File: config.mk
export PLATFORM = sky130hd
export DESIGN_NAME = random_draw_without_replacement_unit
export DESIGN_NICKNAME = d
export VERILOG_FILES = /design/src/rdwr_pkg.sv /design/src/random_draw_without_replacement_unit.sv /design/src/rdwr_ctrl.sv /design/src/rdwr_dp.sv
export SDC_FILE = /design/constraint.sdc
export NUM_CORES = 1
export LEC_CHECK = 0
export BUFFER_PORTS_ARGS = -buffer_cell sky130_fd_sc_hd__buf_2
export CORE_MARGIN = 5
export CORE_UTILIZATION = 35
export CTS_BUF_LIST = sky130_fd_sc_hd__clkbuf_4
export DETAILED_ROUTE_END_ITERATION = 16
export GPL_TIMING_DRIVEN = 1
export PLACE_DENSITY = 0.53
export SYNTH_ARGS = -nofsm -noshare
export SYNTH_HDL_FRONTEND = slang
export SYNTH_HIERARCHICAL = 1
export SYNTH_SLANG_ARGS = --single-unit
File: constraint.sdc
create_clock -name clk_i -period 29.9 [get_ports clk_i]
set_clock_uncertainty 0.15 [all_clocks]
set_input_delay 2.99 -clock clk_i [delete_from_list [all_inputs] [get_ports clk_i]]
set_output_delay 2.99 -clock clk_i [all_outputs]
set_load 0.01 [all_outputs]
File: src/rdwr_pkg.sv
`timescale 1ns / 1ps

package rdwr_pkg;

  // identifier pool geometry
  localparam int NumIds   = 96;
  localparam int MapWords = (NumIds + 31) / 32;
  localparam int TailBits = NumIds % 32;
  localparam int CntW     = $clog2(NumIds + 1);
  localparam int IdW      = 7;
  localparam int LeftW    = 7;
  localparam int WordW    = (MapWords > 1) ? $clog2(MapWords) : 1;
  localparam int LogW     = $clog2(CntW + 1);

  // result status codes
  localparam logic [1:0] STAT_OK       = 2'd0;
  localparam logic [1:0] STAT_RETRY    = 2'd1;
  localparam logic [1:0] STAT_EMPTY    = 2'd2;
  localparam logic [1:0] STAT_REFILLED = 2'd3;

  // input command codes
  localparam logic CMD_DRAW   = 1'b0;
  localparam logic CMD_REFILL = 1'b1;

  typedef enum logic [2:0] {
    S_IDLE,
    S_CHECK,
    S_WALK,
    S_BYTE,
    S_BIT,
    S_DONE
  } state_e;

  typedef struct packed {
    logic load;
    logic check;
    logic walk;
    logic sel_byte;
    logic sel_bit;
    logic push;
  } dp_cmd_t;

  typedef struct packed {
    logic go_walk;
    logic hit;
    logic last_word;
  } dp_stat_t;

endpackage

File: src/random_draw_without_replacement_unit.sv
`timescale 1ns / 1ps

// channel  signals                     payload
// in       in_valid_i / in_ready_o     cmd_i, random_word_i
// out      out_valid_o / out_ready_i   picked_id_o, status_o, left_count_o
//
// a draw runs from accept through the range check, a walk over the bitmap words
// by the popcount unit, byte select, bit select and the hand-off into the output
// register; refill, empty and retry go from the range check to the hand-off
// one item is in flight at a time; the next beat is taken while a result waits
// reset restores the full identifier set at once, no clearing pass
// a stalled output holds the result and the finished item waits in the last step

module random_draw_without_replacement_unit import rdwr_pkg::*; (
  input  logic        clk_i,
  input  logic        rst_ni,
  input  logic        in_valid_i,
  output logic        in_ready_o,
  input  logic        cmd_i,
  input  logic [31:0] random_word_i,
  output logic        out_valid_o,
  input  logic        out_ready_i,
  output logic [6:0]  picked_id_o,
  output logic [1:0]  status_o,
  output logic [6:0]  left_count_o
);

  dp_cmd_t  dp_cmd;
  dp_stat_t dp_stat;

  rdwr_ctrl u_ctrl (
    .clk_i       (clk_i),
    .rst_ni      (rst_ni),
    .in_valid_i  (in_valid_i),
    .in_ready_o  (in_ready_o),
    .out_valid_o (out_valid_o),
    .out_ready_i (out_ready_i),
    .stat_i      (dp_stat),
    .cmd_o       (dp_cmd)
  );

  rdwr_dp u_dp (
    .clk_i         (clk_i),
    .rst_ni        (rst_ni),
    .cmd_i         (dp_cmd),
    .cmd_in_i      (cmd_i),
    .random_word_i (random_word_i),
    .stat_o        (dp_stat),
    .picked_id_o   (picked_id_o),
    .status_o      (status_o),
    .left_count_o  (left_count_o)
  );

  a_single_item: assert property (@(posedge clk_i) disable iff (!rst_ni)
    in_valid_i && in_ready_o |=> !in_ready_o)
    else $error("second beat accepted while an item is in flight");

  a_id_only_ok: assert property (@(posedge clk_i) disable iff (!rst_ni)
    out_valid_o && picked_id_o != '0 |-> status_o == STAT_OK)
    else $error("nonzero id without ok status");

  a_ok_count: assert property (@(posedge clk_i) disable iff (!rst_ni)
    out_valid_o && status_o == STAT_OK |-> left_count_o < 7'(NumIds))
    else $error("ok draw left a full set");

  a_refill_count: assert property (@(posedge clk_i) disable iff (!rst_ni)
    out_valid_o && status_o == STAT_REFILLED |-> left_count_o == 7'(NumIds))
    else $error("refill did not restore the full count");

endmodule

File: src/rdwr_ctrl.sv
`timescale 1ns / 1ps

module rdwr_ctrl import rdwr_pkg::*; (
  input  logic     clk_i,
  input  logic     rst_ni,
  input  logic     in_valid_i,
  output logic     in_ready_o,
  output logic     out_valid_o,
  input  logic     out_ready_i,
  input  dp_stat_t stat_i,
  output dp_cmd_t  cmd_o
);

  state_e state_q, state_d;
  logic   out_valid_q, out_valid_d;

  always_ff @(posedge clk_i or negedge rst_ni) begin
    if (!rst_ni) begin
      state_q     <= S_IDLE;
      out_valid_q <= 1'b0;
    end else begin
      state_q     <= state_d;
      out_valid_q <= out_valid_d;
    end
  end

  always_comb begin
    state_d    = state_q;
    cmd_o      = '0;
    in_ready_o = 1'b0;
    case (state_q)
      S_IDLE: begin
        in_ready_o = 1'b1;
        if (in_valid_i) begin
          cmd_o.load = 1'b1;
          state_d    = S_CHECK;
        end
      end
      S_CHECK: begin
        cmd_o.check = 1'b1;
        state_d     = stat_i.go_walk ? S_WALK : S_DONE;
      end
      S_WALK: begin
        cmd_o.walk = 1'b1;
        if (stat_i.hit) begin
          state_d = S_BYTE;
        end else if (stat_i.last_word) begin
          state_d = S_DONE;
        end
      end
      S_BYTE: begin
        cmd_o.sel_byte = 1'b1;
        state_d        = S_BIT;
      end
      S_BIT: begin
        cmd_o.sel_bit = 1'b1;
        state_d       = S_DONE;
      end
      S_DONE: begin
        // wait for the output slot to drain
        if (!out_valid_q || out_ready_i) begin
          cmd_o.push = 1'b1;
          state_d    = S_IDLE;
        end
      end
      default: begin
        state_d = S_IDLE;
      end
    endcase
  end

  always_comb begin
    if (cmd_o.push) begin
      out_valid_d = 1'b1;
    end else if (out_ready_i) begin
      out_valid_d = 1'b0;
    end else begin
      out_valid_d = out_valid_q;
    end
  end

  assign out_valid_o = out_valid_q;

endmodule

File: src/rdwr_dp.sv
`timescale 1ns / 1ps

module rdwr_dp import rdwr_pkg::*; (
  input  logic             clk_i,
  input  logic             rst_ni,
  input  dp_cmd_t          cmd_i,
  input  logic             cmd_in_i,
  input  logic [31:0]      random_word_i,
  output dp_stat_t         stat_o,
  output logic [IdW-1:0]   picked_id_o,
  output logic [1:0]       status_o,
  output logic [LeftW-1:0] left_count_o
);

  function automatic logic [31:0] fill_word(input int w);
    logic [31:0] v;
    v = 32'hffffffff;
    if (TailBits != 0 && w == MapWords - 1) begin
      v = (32'd1 << TailBits) - 32'd1;
    end
    return v;
  endfunction

  function automatic logic [5:0] pop32(input logic [31:0] v);
    logic [31:0] c;
    c = (v & 32'h55555555) + ((v >> 1) & 32'h55555555);
    c = (c & 32'h33333333) + ((c >> 2) & 32'h33333333);
    c = (c & 32'h0f0f0f0f) + ((c >> 4) & 32'h0f0f0f0f);
    c = (c & 32'h00ff00ff) + ((c >> 8) & 32'h00ff00ff);
    c = (c & 32'h0000ffff) + (c >> 16);
    return c[5:0];
  endfunction

  function automatic logic [3:0] pop8(input logic [7:0] v);
    logic [3:0] c;
    c = '0;
    for (int i = 0; i < 8; i++) begin
      c = c + {3'd0, v[i]};
    end
    return c;
  endfunction

  // smallest k with 2^k >= x
  function automatic logic [LogW-1:0] ceil_log2(input logic [CntW-1:0] x);
    logic [LogW-1:0] k;
    k = LogW'(CntW);
    for (int i = CntW; i >= 0; i--) begin
      if (((CntW + 1)'(1) << i) >= {1'b0, x}) begin
        k = LogW'(i);
      end
    end
    return k;
  endfunction

  logic [31:0]      map_q [MapWords];
  logic [CntW-1:0]  remaining_q;
  logic             cmd_q;
  logic [CntW-1:0]  rnd_q;
  logic [CntW-1:0]  rank_q;
  logic [CntW-1:0]  seen_q;
  logic [WordW-1:0] word_q;
  logic [1:0]       byte_q;
  logic [IdW-1:0]   res_id_q;
  logic [1:0]       res_st_q;
  logic [LeftW-1:0] res_left_q;
  logic [IdW-1:0]   out_id_q;
  logic [1:0]       out_st_q;
  logic [LeftW-1:0] out_left_q;

  logic [LogW-1:0]  k;
  logic [CntW:0]    mask_wide;
  logic [CntW-1:0]  cand;
  logic             in_range;
  logic [31:0]      cur_word;
  logic [5:0]       pc;
  logic [CntW:0]    seen_sum;
  logic             hit;
  logic [1:0]       byte_sel;
  logic [5:0]       byte_base;
  logic [5:0]       prefix;
  logic [7:0]       byte_bits;
  logic [2:0]       bit_sel;
  logic [2:0]       bit_rank;
  logic [3:0]       cnt_bits;
  logic [4:0]       bit_pos;

  assign k         = ceil_log2(remaining_q);
  assign mask_wide = ((CntW + 1)'(1) << k) - (CntW + 1)'(1);
  assign cand      = rnd_q & mask_wide[CntW-1:0];
  assign in_range  = cand < remaining_q;

  assign cur_word = map_q[word_q];
  assign pc       = pop32(cur_word);
  assign seen_sum = {1'b0, seen_q} + (CntW + 1)'(pc);
  assign hit      = seen_sum > {1'b0, rank_q};

  assign stat_o.go_walk   = (cmd_q == CMD_DRAW) && (remaining_q != '0) && in_range;
  assign stat_o.hit       = hit;
  assign stat_o.last_word = (int'(word_q) == MapWords - 1);

  // pick the byte that holds the local rank
  always_comb begin
    byte_sel  = 2'd3;
    byte_base = '0;
    prefix    = '0;
    for (int b = 3; b >= 0; b--) begin
      prefix = '0;
      for (int j = 0; j < b; j++) begin
        prefix = prefix + 6'(pop8(cur_word[j*8 +: 8]));
      end
      if ((prefix + 6'(pop8(cur_word[b*8 +: 8]))) > 6'(rank_q)) begin
        byte_sel  = 2'(b);
        byte_base = prefix;
      end
    end
  end

  // pick the bit inside the chosen byte
  always_comb begin
    byte_bits = cur_word[byte_q*8 +: 8];
    bit_rank  = rank_q[2:0];
    bit_sel   = '0;
    cnt_bits  = '0;
    for (int i = 7; i >= 0; i--) begin
      cnt_bits = '0;
      for (int j = 0; j < i; j++) begin
        cnt_bits = cnt_bits + {3'd0, byte_bits[j]};
      end
      if (byte_bits[i] && cnt_bits == {1'b0, bit_rank}) begin
        bit_sel = 3'(i);
      end
    end
  end

  assign bit_pos = {byte_q, bit_sel};

  always_ff @(posedge clk_i or negedge rst_ni) begin
    if (!rst_ni) begin
      for (int w = 0; w < MapWords; w++) begin
        map_q[w] <= fill_word(w);
      end
      remaining_q <= CntW'(NumIds);
    end else begin
      if (cmd_i.check && cmd_q == CMD_REFILL) begin
        for (int w = 0; w < MapWords; w++) begin
          map_q[w] <= fill_word(w);
        end
        remaining_q <= CntW'(NumIds);
      end else if (cmd_i.sel_bit) begin
        map_q[word_q][bit_pos] <= 1'b0;
        remaining_q            <= remaining_q - CntW'(1);
      end
    end
  end

  always_ff @(posedge clk_i) begin
    if (cmd_i.load) begin
      cmd_q <= cmd_in_i;
      rnd_q <= random_word_i[CntW-1:0];
    end
    if (cmd_i.check) begin
      rank_q <= cand;
      seen_q <= '0;
      word_q <= '0;
      res_id_q <= '0;
      if (cmd_q == CMD_REFILL) begin
        res_st_q   <= STAT_REFILLED;
        res_left_q <= LeftW'(NumIds);
      end else if (remaining_q == '0) begin
        res_st_q   <= STAT_EMPTY;
        res_left_q <= '0;
      end else begin
        res_st_q   <= STAT_RETRY;
        res_left_q <= LeftW'(remaining_q);
      end
    end
    if (cmd_i.walk) begin
      if (hit) begin
        rank_q <= rank_q - seen_q;
      end else begin
        seen_q <= seen_sum[CntW-1:0];
        word_q <= word_q + WordW'(1);
      end
    end
    if (cmd_i.sel_byte) begin
      byte_q <= byte_sel;
      rank_q <= rank_q - CntW'(byte_base);
    end
    if (cmd_i.sel_bit) begin
      res_id_q   <= IdW'(int'(word_q) * 32 + int'(bit_pos));
      res_st_q   <= STAT_OK;
      res_left_q <= LeftW'(remaining_q - CntW'(1));
    end
    if (cmd_i.push) begin
      out_id_q   <= res_id_q;
      out_st_q   <= res_st_q;
      out_left_q <= res_left_q;
    end
  end

  assign picked_id_o  = out_id_q;
  assign status_o     = out_st_q;
  assign left_count_o = out_left_q;

endmodule

# --- Word-level counts from Yosys, hierarchy flattened ---
# Index checks and enable logic that the tools add are counted.
classes:
  bitwise: 5
  n_reduce_logical: 24
  add_sub_neg: 49
  shift: 2
  order_cmp: 17
  muxes: 67
  n_eq_ne: 16
  n_div: 0
  multipliers: 0
ops:
  columns: ["op", "count"]
  rows:
  - ["two-way mux 96 bit", 2]
  - ["adder 4 x 1 -> 4 bit", 29]
  - ["two-way mux 7 bit", 15]
  - ["bitwise AND 96 bit", 1]
  - ["two-way mux 32 bit", 3]
  - ["inverter 96 bit", 1]
  - ["binary-select mux 32 bit (select 2 bit)", 1]
  - ["demux 32 bit (select 2 bit)", 1]
  - ["two-way mux 3 bit", 19]
  - ["adder 31 x 31 -> 32 bit", 1]
  - ["variable part select 32 x 6 -> 8 bit", 1]
  - ["adder 30 x 30 -> 31 bit", 1]
  - ["adder 28 x 27 -> 29 bit", 1]
  - ["equality test 4 x 3 -> 1 bit", 6]
  - ["two-way mux 6 bit", 4]
  - ["adder 22 x 21 -> 22 bit", 1]
  - ["> comparator 6 bit", 3]
  - ["case mux 3 bit (6 select lines)", 1]
  - ["two-way mux 1 bit", 15]
  - ["logical AND 1 bit", 13]
  - ["adder 6 x 4 -> 6 bit", 2]
  - ["adder 1 x 1 -> 2 bit", 5]
  - ["two-way mux 2 bit", 5]
  - ["adder 7 x 6 -> 8 bit", 1]
  - ["other kinds (43)", 48]
totals:
  reg_bits: 165
  mem_bits_ro: 0
  output_inout_bits: 18
  word_cells: 199
  input_bits: 37
  latch_bits: 0
  memories: 0
  ramBits: 0

# --- Logic depth before layout (Yosys ltp) ---
# Gate-level depths: netlist of run 1.
logic_depth:
  ltp_word: 31
  depth_mapped: 48
  depth_no_buf: 45

# --- Modules after synthesis ---
# The synthesis of run 1 kept the hierarchy.
modules_own_cells:
  columns: ["mod", "instances", "seq_area_each_um2", "area_per_inst_um2", "cells_each"]
  rows:
  - ["rdwr_dp", 1, 4261.6, 12200.5, 1216]
  - ["rdwr_ctrl", 1, 100.1, 324.1, 34]

# --- Least setup slack after synthesis of run 1 ---
# Ideal clock, no wire load.
synth_timing:
  path_kind: "register -> register"
  from: "register u_dp.word_q[0]"
  to: "register u_dp.rank_q[6]"
  path_slack_ns: 18.320
  period_less_slack_ns: 11.580
  required_ns: 29.671
  setup_ns: 0.079
  n_path_buf: 3
  path_stages_with_launch: 46
  arrival_time_ns: 11.351
  cell_sequence: "dfxtp_1 -> buf_4 -> buf_6 -> buf_4 -> mux2i_1 -> a2bb2oi_1 -> inv_1 -> fa_1 -> inv_1 -> fa_1 -> fa_1 -> inv_1 -> ha_1 -> fa_1 -> inv_1 -> fa_1 -> fa_1 -> inv_1 -> [... 10 more ...] -> o21ai_0 -> a21oi_1 -> xnor2_1 -> ha_1 -> nand3_1 -> o21ai_0 -> o21a_1 -> nand2_1 -> mux2_2 -> a211oi_1 -> fa_1 -> nor2b_1 -> o21ai_0 -> nand2b_1 -> a21o_1 -> a21oi_1 -> mux2_2 -> o211ai_1"
synth_between:
  elab_chain_cells: 21
  word_cells_on_any_way: 54
  cone_classes: "38 x add/sub; 5 x order compare; 10 x mux; 1 x bitwise"
synth_lines:
  columns: ["element", "line_no", "rtl"]
  rows:
  - ["start, declared", "rdwr_dp.sv:61", "logic [WordW-1:0] word_q;"]
  - ["start signal, assigned", "rdwr_dp.sv:182", "word_q <= word_q + WordW'(1);"]
  - ["inverter 2 -> 3 bit (not written as such) *", "rdwr_dp.sv:92", "assign cur_word = map_q[word_q];"]
  - ["binary-select mux 32 bit (select 2 bit) *", "rdwr_dp.sv:92", null]
  - ["two-way mux 32 bit (not written as such) * (2 in series)", "rdwr_dp.sv:92", null]
  - ["adder 1 x 1 -> 2 bit", "rdwr_dp.sv:38", "c = c + {3'd0, v[i]};"]
  - ["adder 4 x 1 -> 4 bit (6 in series)", "rdwr_dp.sv:38", null]
  - ["adder 4 x 4 -> 5 bit", "rdwr_dp.sv:109, rdwr_dp.sv:111", null]
  - ["adder 6 x 4 -> 6 bit", "rdwr_dp.sv:109, rdwr_dp.sv:111", null]
  - ["adder 6 x 4 -> 6 bit", "rdwr_dp.sv:111", "if ((prefix + 6'(pop8(cur_word[b*8 +: 8]))) > 6'(rank_q)) begin"]
  - ["> comparator 6 bit", "rdwr_dp.sv:111", null]
  - ["two-way mux 6 bit (4 in series)", "rdwr_dp.sv:111", null]
  - ["subtractor 7 x 6 -> 7 bit", "rdwr_dp.sv:187", "rank_q <= rank_q - CntW'(byte_base);"]
  - ["two-way mux 7 bit *", "rdwr_dp.sv:185", "if (cmd_i.sel_byte) begin"]
  - ["end signal, assigned", "rdwr_dp.sv:162", "rank_q <= cand;"]
  - ["end signal, assigned", "rdwr_dp.sv:179", "rank_q <= rank_q - seen_q;"]
  - ["end signal, assigned", "rdwr_dp.sv:187", null]
  - ["end, declared", "rdwr_dp.sv:59", "logic [CntW-1:0] rank_q;"]
# Every way passes the cells marked *; elsewhere a longest branch is shown, timed or not. The select of a mux whose other input is x is not followed.
# A chain may end at the register's enable or synchronous reset.

# --- Final worst setup path of run 1 ---
# Same ends and word-level chain as after synthesis.

==> results by group, run 1 <==
Setup path
  – Max FO, Critical Path: 29
  – Slowest CP cell: dfxtp_2
  – Critical Path Max Stage Delay: 700 ps
  – Crit start category: flop
  – Kind of critical path: reg -> reg
  – CP required: 30260 ps
  – Crit path DAT: 13340 ps
  – Top cell by count, worst path: fa_1
  – Worst setup EP type: flop
  – Reg2Reg Setup Slack: around 17000 ps

Final layout
  – Fill cells: 3480
  – Area Growth Syn to Fin: 6.50%
  – Share of cells above drive strength 1: 0.175
  – Nets: roughly 1.5k
  – Final Core Density: 0.376
  – Final cell count without fillers: 1727

CTS
  – Clk root buf: clkbuf_4
  – Clock Latency Late Sink: around 580 ps
  – CTS tree: yes
  – Setup Fix Bufs, Post-CTS: 0
  – Clock Pin Slew Worst Setup and Hold Paths: 140 ps
  – Sink Count: ~170
  – TritonCTS buffer count: 17
  – Depth of the CTS H-tree: 4
  – Clock buffer depth: 2
  – Hold buffers post-CTS: 0
  – Post-CTS Resized: 0

Place
  – Pre-CTS setup slack: 16860 ps
  – IO buf count: 29
  – RePlAce Congestion: 0.838
  – Detailed placer's ending HPWL: 23300 um
  – Post-placement cell count: 1694

Floorplan
  – Core box area: 0.0355 sq mm
  – DIE HEIGHT: approximately 200 um
  – Io pins: between 50 and 60
  – DIE WIDTH: 199 um
  – Die Area: roughly 0.04 sq mm
  – Initial Util: 0.353
  – Rows: 69

GRT
  – Total gr overflow: 0
  – Antenna violations before repair: 1
  – Largest net degree at the start of global routing: 106
  – All-Layer GR Usage: 0.159
  – Vias in the first global route: 8922
  – First-pass GRT wire length: 49900 um

Logic synthesis
  – Synth top area share: 0.206
  – Sequential area share after synthesis: 0.348
  – Synth top cells by count: ha_1 (141), nor2_1 (129), a21oi_1 (125), dfstp_2 (98), inv_1 (92)
  – Mapped Nets: 1467
  – Number of synthesized flops with an enable pin: 40
  – Post-synth ARST share: 0.648
  – Prevailing post-synth register cell: dfstp_2
  – Yosys warning count: 6
  – Cell taking the most area after synthesis: dfstp_2
  – Cells after Synth: between 1k and 1.5k
  – Mean Syn Cell Area: between 10 and 15 sq um
  – Top cells by area, synth: dfstp_2 (21%), ha_1 (14%), edfxtp_1 (9.6%)
  – Most instantiated library cell after synthesis: ha_1
  – Synthesis-stage register bit count: 165
  – Post-synth cell types: 81
  – Mapped cell area: 0.0125 sq mm

Detailed routing
  – DR iter-0 viols: 537
  – DR WL/cell: 18.0 um
  – Vias per cell: 5.23
  – DR pass1 iterations: 5
  – Routed vias: 9024
  – DRT Wirelength: 31100 um
  – Remaining DRCs: 0
  – Final ANT Viol Nets: 0

Run status
  – Status: finished clean

Timing
  – Final setup margin: ~17000 ps
  – Final hold vios: 0
  – Slew headroom: 0.230
  – Tmin final: 12980 ps
  – Final period utilization: 0.434
  – Post-route setup TNS: 0 ps
  – Fmax: 77.0 MHz
  – Worst-Margin Slew: 1150 ps
  – Final Max Slew Viols: 0
  – Final setup vio count: 0
  – RSZ-0062 raised after global routing: no

Min path
  – Hold Path Class: reg -> reg

Run
  – Max-Cap Viols: 0
-- critical path, delay by kind of cell (launching register included) --
| kind | cells | cell delay (ps) |
|---|---|---|
| and+or+nand+nor | 4 | 330 |
| DFF | 1 | 700 |
| xor gates and xnor gates | 1 | 130 |
| AOI/OAI and AO/OA | 10 | 1860 |
| buffers and inverters | 9 | 1100 |
| adders and majority gates | 16 | 7600 |
| muxes | 3 | 1040 |
-- stage by stage --
stage / hold WS (ps) / area (sq um)
2_1_floorplan: 250 / 12500
3_3_place_gp: 252 / 13100
3_5_place_dp: 255 / 13100
4_1_cts: 288 / 13300
5_1_grt: 281 / 13300
6_report: 278 / 13300
-- area by class of cell --
cell class	instances	area, sq um	area share
Antenna cell	1	2.50	0.000188
Clock buffer	20	150	0.0113
Clock inverter	12	131	0.00985
Inverter	94	353	0.0265
Multi-Input combinational cell	931	7510	0.563
Sequential cell	165	4360	0.327
Tap cell	461	577	0.0432
Timing Repair Buffer	43	253	0.0189
-- logic make-up after synthesis --
family | after synthesis | synth area share
fa+ha+maj | 184 | 0.206
flops | 165 | 0.348
mux | 57 | 0.0557
buf+inv | 154 | 0.0532
xor+xnor | 63 | 0.0441
simple gates | 317 | 0.127
compound gates | 310 | 0.165
-- cells in the final DEF (no fill, tap or decap), types with 5 or more instances in the layout --
master / instances
a211oi_1: 8
a21o_1: 35
a21oi_1: 125
a22o_1: 6
a2bb2oi_1: 5
and2_1: 15
and3_1: 7
buf_2: 28
buf_4: 15
clkbuf_4: 20
dfrtp_1: 9
dfstp_2: 98
dfxtp_1: 17
edfxtp_1: 40
fa_1: 39
ha_1: 141
inv_1: 92
mux2_2: 11
mux2i_1: 36
mux4_2: 9
nand2_1: 49
nand2b_1: 24
nand3_1: 16
nand4_1: 9
nor2_1: 129
nor2b_1: 26
nor3_1: 10
o21a_1: 13
o21ai_0: 38
o22a_1: 10
o2bb2ai_1: 15
o31ai_1: 9
xnor2_1: 36
xor2_1: 27
-- layer usage --
metal	track usage	vias up	wire length [um]	part of all wire
li1	-	4413	-	-
met1	0.228	4404	14800	0.48
met2	0.261	184	14700	0.47
met3	0.0196	23	1250	0.040
met4	0.0289	0	332	0.011
met5	0	-	0	0
-- path summary, 6_finish.rpt --
kind / startpoint / end / depth (start not counted)
min in group asynchronous: rst_ni / u_ctrl/state_q[1]$_DFFE_PN0P_ / 1
max: u_dp/word_q[0]$_DFF_P_ / u_dp/rank_q[6]$_DFF_P_ / 43
max reg2reg: u_dp/word_q[0]$_DFF_P_ / u_dp/rank_q[6]$_DFF_P_ / 43
min: u_dp/res_left_q[5]$_DFFE_PP_ / u_dp/left_count_o[5]$_DFFE_PP_ / 0
min reg2reg: u_dp/res_left_q[5]$_DFFE_PP_ / u_dp/left_count_o[5]$_DFFE_PP_ / 0
max in group asynchronous: rst_ni / u_dp/map_q[90]$_DFFE_PN1P_ / 2
-- sequential cells by signal, indices dropped and copies added (netlist names), 3 cells and up --
| name | count |
|---|---|
| u_dp/seen_q | 7 |
| u_dp/rnd_q | 7 |
| u_dp/picked_id_o | 7 |
| u_dp/remaining_q | 7 |
| u_dp/map_q | 96 |
| u_dp/res_left_q | 7 |
| u_dp/rank_q | 7 |
| u_dp/left_count_o | 7 |
| u_dp/res_id_q | 7 |
| u_ctrl/state_q | 3 |
Power of run 1 is left out: the tool's default activity adds up to more than one toggle a clock period on the data nets, which glitch-free logic cannot reach.
==> run 2, diff against run 1 <==
ABC_AREA = 1   (was default)
PLACE_DENSITY = 0.55   (was 0.53)
clock period = 10.5 ns   (was 29.9 ns; I/O delays follow)
==> results by group, run 2 <==
Run status
  – Status: finished, violations left
  – Violated checks: setup timing

Logic synthesis
  – Number of synthesized flops with an enable pin: 40 (unchanged)
  – Yosys warning count: 6 (unchanged)
  – Top cells by area, synth: dfstp_2 (20%), ha_1 (14%), nand2_1 (13%)
  – Mean Syn Cell Area: 8.04 sq um (-20%)
  – Post-synth ARST share: 0.648 (unchanged)
  – Mapped Nets: 1827 (+25%)
  – Sequential area share after synthesis: 0.337 (-0.0112)
  – Synth top cells by count: nand2_1 (433), inv_1 (227), ha_1 (141), dfstp_2 (98), nand3_1 (90)
  – Prevailing post-synth register cell: dfstp_2
  – Synthesis-stage register bit count: 165 (unchanged)
  – Cell taking the most area after synthesis: dfstp_2
  – Mapped cell area: 0.0129 sq mm (+3.3%)
  – Most instantiated library cell after synthesis: nand2_1
  – Synth top area share: 0.199 (-0.00660)
  – Cells after Synth: 1610 (+29%)
  – Post-synth cell types: 51 (-37%)

GRT
  – Largest net degree at the start of global routing: 69 (-35%)
  – All-Layer GR Usage: 0.182 (+0.0226)
  – Total gr overflow: 0 (unchanged)
  – First-pass GRT wire length: 59600 um (+20%)
  – Antenna violations before repair: 1 (unchanged)
  – Vias in the first global route: 11.1k (+24%)

Final layout
  – FF+latch area: 0.00437 sq mm (about the same)
  – Largest register FFs: 96 (unchanged)
  – Largest Register: u_dp/map_q
  – Nets: 1946 (+32%)
  – Commonest non-fill, non-tap cell in the layout: nand2_1
  – Area Growth Syn to Fin: 15.1%
  – Leading cell types in the layout, fill and taps excluded: nand2_1 (423), inv_1 (219), ha_1 (137)
  – Fill cells: 3705 (+6.5%)
  – Share of cells above drive strength 1: 0.212 (+0.0371)
  – Area of the multi-input gates: 0.00761 sq mm (+1.3%)

Place
  – Pre-CTS setup slack: -414 ps (-17270 ps)
  – RePlAce Congestion: 0.859 (+2.6%)
  – Detailed placer's ending HPWL: 26100 um (+12%)
  – IO buf count: 29 (unchanged)

Timing
  – Final setup vio count: 2 (+2)
  – Final hold vios: 0 (unchanged)
  – Final period utilization: 1.01 (+0.572)
  – RSZ-0062 raised after global routing: yes
  – Slew headroom: 0.342 (+0.112)
  – Worst-Margin Slew: 980 ps (-175 ps)
  – Fmax: 94.7 MHz (+23%)
  – Final setup margin: -60.5 ps (-16980 ps)
  – Post-route setup TNS: -107 ps (-107 ps)
  – Tmin final: 10560 ps (-2420 ps)
  – Final Max Slew Viols: 0 (unchanged)

Detailed routing
  – Final ANT Viol Nets: 0 (unchanged)
  – Remaining DRCs: 0 (unchanged)
  – DR WL/cell: 16.5 um (-8.4%)
  – DR iter-0 viols: 768 (+43%)
  – Routed vias: 11.1k (+23%)
  – DRT Wirelength: 36500 um (+17%)
  – Vias per cell: 5.02 (-3.8%)
  – DR pass1 iterations: 5 (unchanged)

Setup path
  – Slowest CP cell: fa_1
  – Crit start category: flop
  – R2r startpoint: u_dp/word_q[0]$_DFF_P_
  – Crit path DAT: 10980 ps (-2360 ps)
  – CP Launch Point: u_dp/word_q[0]$_DFF_P_
  – Critical Path Max Stage Delay: 580 ps (-120 ps)
  – CP Buf/Inv Count: 13 (+4)
  – Top cell by count, worst path: fa_1
  – Max FO, Critical Path: 4 (-86%)
  – CP required: 10920 ps (-19340 ps)
  – Kind of critical path: reg -> reg
  – Worst setup EP type: flop
  – Critical path's top delay family: adder cells

Floorplan
  – Rows: 70 (+1.4%)
  – Io pins: 55 (unchanged)
  – DIE WIDTH: 202 um (+1.6%)
  – DIE HEIGHT: 202 um (+1.6%)
  – Core box area: 0.0365 sq mm (+2.9%)
  – Die Area: 0.0409 sq mm (+3.2%)
  – Initial Util: 0.354 (+0.00133)

CTS
  – Depth of the CTS H-tree: 4 (unchanged)
  – Clock buffer depth: 2 (unchanged)
  – Clock Latency Late Sink: 630 ps (+50 ps)
  – TritonCTS buffer count: 17 (unchanged)
  – Clk root buf: clkbuf_4
  – Sink Count: 165 (unchanged)
  – Clock Pin Slew Worst Setup and Hold Paths: 170 ps (+30 ps)
  – CTS tree: yes

Min path
  – Hold Path Class: reg -> reg
  – Hold wc startpoint: u_dp/res_left_q[1]$_DFFE_PP_

Run
  – Max-Cap Viols: 0 (unchanged)
## run 2: worst paths after layout
kind / end / slack (ps) / cells past startpoint
max: u_dp/rank_q[5]$_DFF_P_ / -60 / 48
min: u_dp/left_count_o[1]$_DFFE_PP_ / 280 / 0
max reg2reg: u_dp/rank_q[5]$_DFF_P_ / -60 / 48
min reg2reg: u_dp/left_count_o[1]$_DFFE_PP_ / 280 / 0
max in group asynchronous: u_ctrl/state_q[0]$_DFFE_PN0P_ / 8600 / 2
min in group asynchronous: u_dp/map_q[25]$_DFFE_PN1P_ / 560 / 1
## run 2: cells by family after synthesis
kind of cell | synth area share
AO/OA/AOI/OAI | 0.106
AND/OR/NAND/NOR | 0.238
buffers and inverters | 0.0895
XOR/XNOR | 0.0325
adder cells (fa/ha/maj) | 0.197
flip-flops | 0.337
## run 2: metal layers
| layer | GRT usage | wire length, um | vias to the layer above |
|---|---|---|---|
| li1 | - | - | 5517 |
| met1 | 0.243 | 16800 | 5297 |
| met2 | 0.298 | 17100 | 239 |
| met3 | 0.0311 | 1520 | 61 |
| met4 | 0.0633 | 1040 | 0 |
| met5 | 0 | 0 | - |
## run 2: cell type report
class / instances / area share
Sequential cell: 165 / 0.293
Timing Repair Buffer: 151 / 0.0735
Inverter: 241 / 0.0613
Antenna cell: 2 / 0.000336
Multi-Input combinational cell: 1153 / 0.511
Clock inverter: 15 / 0.0127
Tap cell: 468 / 0.0393
Clock buffer: 17 / 0.00857
## run 2: timing repair
item                                    in CTS  in global routing
gates resized for setup                     27                 29
buffers inserted                            73                  7
hold buffers                                 0                  0
endpoints found under the setup margin       6                  6
pin swaps                                   30                 10
## run 2: through the flow
step	instance area (sq um)	hold WS, ps	utilization	cells
2_1_floorplan	13000	250	-	1610
3_3_place_gp	13800	254	0.378	2104
3_5_place_dp	13800	255	0.378	2104
4_1_cts	14800	285	0.405	2209
5_1_grt	14900	295	0.408	2212
6_report	14900	283	0.408	2212
Power of run 2 is left out for the same reason.
==> run 3, diff against run 2 <==
ABC_AREA = 0   (was 1)
PLACE_DENSITY = default   (was 0.55)
==> results by group, run 3 (synthesis gave the netlist of run 1 again) <==
CTS
  – Depth of the CTS H-tree: 4 (unchanged)
  – Sink Count: 165 (unchanged)
  – TritonCTS buffer count: 17 (unchanged)
  – CTS tree: yes
  – Clk root buf: clkbuf_4
  – Clock buffer depth: 2 (unchanged)
  – Hold buffers post-CTS: 0 (unchanged)
  – Clock Latency Late Sink: 600 ps (-30 ps)
  – Clock Pin Slew Worst Setup and Hold Paths: 180 ps (about the same)

Detailed routing
  – Routed vias: 9343 (-16%)
  – DRT Wirelength: 30500 um (-16%)
  – DR iter-0 viols: 487 (-37%)
  – M1 WL: 14400 um (-14%)
  – WL met2: 14800 um (-14%)
  – Remaining DRCs: 0 (unchanged)
  – DR WL/cell: 17.1 um (+3.8%)
  – DR pass1 iterations: 5 (unchanged)
  – Final ANT Viol Nets: 0 (unchanged)
  – Met3 WL post-DR: 882 um (-42%)
  – Vias per cell: 5.24 (+4.2%)
  – Top sig layer: met4

Floorplan
  – Io pins: 55 (unchanged)
  – Core box area: 0.0355 sq mm (-2.8%)
  – DIE WIDTH: 199 um (-1.5%)
  – Rows: 69 (-1.4%)
  – DIE HEIGHT: 199 um (-1.5%)
  – Initial Util: 0.353 (-0.00133)
  – Die Area: 0.0397 sq mm (-3.1%)

Final layout
  – Commonest non-fill, non-tap cell in the layout: ha_1
  – Largest Register: u_dp/map_q
  – Area Growth Syn to Fin: 11.0%
  – Final Core Density: 0.392 (-0.0159)
  – Nets: 1525 (-22%)
  – Share of cells above drive strength 1: 0.229 (+0.0168)
  – Largest register FFs: 96 (unchanged)
  – Leading cell types in the layout, fill and taps excluded: ha_1 (139), nor2_1 (129), a21oi_1 (120)

Setup path
  – R2r startpoint: u_dp/word_q[0]$_DFF_P_
  – Reg2Reg Setup Slack: -630 ps (-570 ps)
  – Worst r2r path cells: 43 (-10%)
  – Top cell by count, worst path: fa_1
  – Critical Path Max Stage Delay: 550 ps (-30 ps)
  – CP required: 10890 ps (-30 ps)
  – Worst setup EP type: flop
  – Crit path DAT: 11520 ps (+540 ps)
  – Max FO, Critical Path: 6 (+2)
  – Crit start category: flop
  – Kind of critical path: reg -> reg
  – Slowest CP cell: fa_1
  – CP Launch Point: u_dp/word_q[0]$_DFF_P_
  – Crit path to: u_dp/rank_q[6]$_DFF_P_
  – Worst r2r dst: u_dp/rank_q[6]$_DFF_P_

Place
  – Detailed placer's ending HPWL: 23000 um (-12%)
  – RePlAce Congestion: 0.905 (+5.4%)
  – IO buf count: 29 (unchanged)

GRT
  – All-Layer GR Usage: 0.157 (-0.0250)
  – Antenna violations before repair: 1 (unchanged)
  – Total gr overflow: 0 (unchanged)
  – Largest net degree at the start of global routing: 91 (+32%)
  – Vias in the first global route: 9242 (-17%)
  – First-pass GRT wire length: 49900 um (-16%)

Timing
  – Fmax: 89.9 MHz (-5.1%)
  – Slew headroom: 0.126 (-0.216)
  – Final Max Slew Viols: 0 (unchanged)
  – Final setup vio count: 6 (+4)
  – Worst-Margin Slew: 1300 ps (+319 ps)
  – Tmin final: 11130 ps (+566 ps)
  – Final period utilization: 1.06 (+0.0539)
  – Final setup margin: -626 ps (-566 ps)
  – RSZ-0062 raised after global routing: yes
  – Final hold vios: 0 (unchanged)

Run
  – Max-Cap Viols: 0 (unchanged)

Run status
  – Status: finished, violations left
  – Violated checks: setup timing

Min path
  – Hold Path Class: in -> async
[run 3: cell count changes in the layout (fill, tap and decap cells not counted), sizes merged, moves of 36 or more]
cell    change
nand2     -389
inv       -144
nand3      -76
a21oi      +71
nand4      -58
buf        -52
o21bai     -49
mux2i      +36
[run 3: how the worst min path moves through the flow]
stage,start,endpoint,slack (ps),cells past startpoint
4_1_cts,rst_ni,u_dp/remaining_q[4]$_DFFE_PN0P_,200,1
2_1_floorplan,u_dp/res_left_q[0]$_DFFE_PP_,u_dp/left_count_o[0]$_DFFE_PP_,250,0
3_3_place_gp,u_dp/res_id_q[6]$_SDFFCE_PN0P_,u_dp/picked_id_o[6]$_DFFE_PP_,250,0
3_5_place_dp,u_dp/res_id_q[3]$_SDFFCE_PN0P_,u_dp/picked_id_o[3]$_DFFE_PP_,250,0
6_report,rst_ni,u_dp/remaining_q[4]$_DFFE_PN0P_,220,1
5_1_grt,rst_ni,u_dp/remaining_q[3]$_DFFE_PN0P_,200,1
[run 3: through the flow]
step / TNS, ps / hold WS, ps / instances / setup WS (ps) / cell area, sq um
finish: -2950 / 223 / 1784 / -626 / 13900
global route: -5510 / 202 / 1784 / -1090 / 13900
CTS: -1980 / 195 / 1775 / -505 / 13800
detailed placement: -2840 / 255 / 1737 / -689 / 13400
global placement: -1890 / 253 / 1737 / -512 / 13400
floorplan: -570 / 250 / 1250 / -279 / 12600
[run 3: worst max-delay path: cells and delay by family (launching register included)]
family / cells / cell delay [ps]
adders and majority gates: 16 / 7150
AOI/OAI and AO/OA: 12 / 1730
muxes: 2 / 630
buffers and inverters: 9 / 570
DFF: 1 / 430
and+or+nand+nor: 3 / 290
xor gates and xnor gates: 1 / 130
[run 3: per-layer routing]
metal  vias up  GRT usage
met5         -          0
met4         0     0.0393
met3        32     0.0201
met2       163      0.264
met1      4624      0.214
li1       4524          -
[run 3: timing repair]
| action | CTS | global route |
|---|---|---|
| buffers inserted | 6 | 8 |
| setup endpoints to repair | 6 | 7 |
| gates resized for setup | 12 | 12 |
| pin swaps | 3 | 2 |
[run 3: area by class of cell]
cell class / count / area, sq um
sequential: 165 / 4370
tap: 461 / 577
timing repair buffer: 99 / 681
multi-input combinational: 931 / 7640
clock buffer: 17 / 128
inverter: 94 / 353
antenna: 2 / 5.00
fill: 3470 / 21600
clock inverter: 15 / 158
Power of run 3 is left out for the same reason.
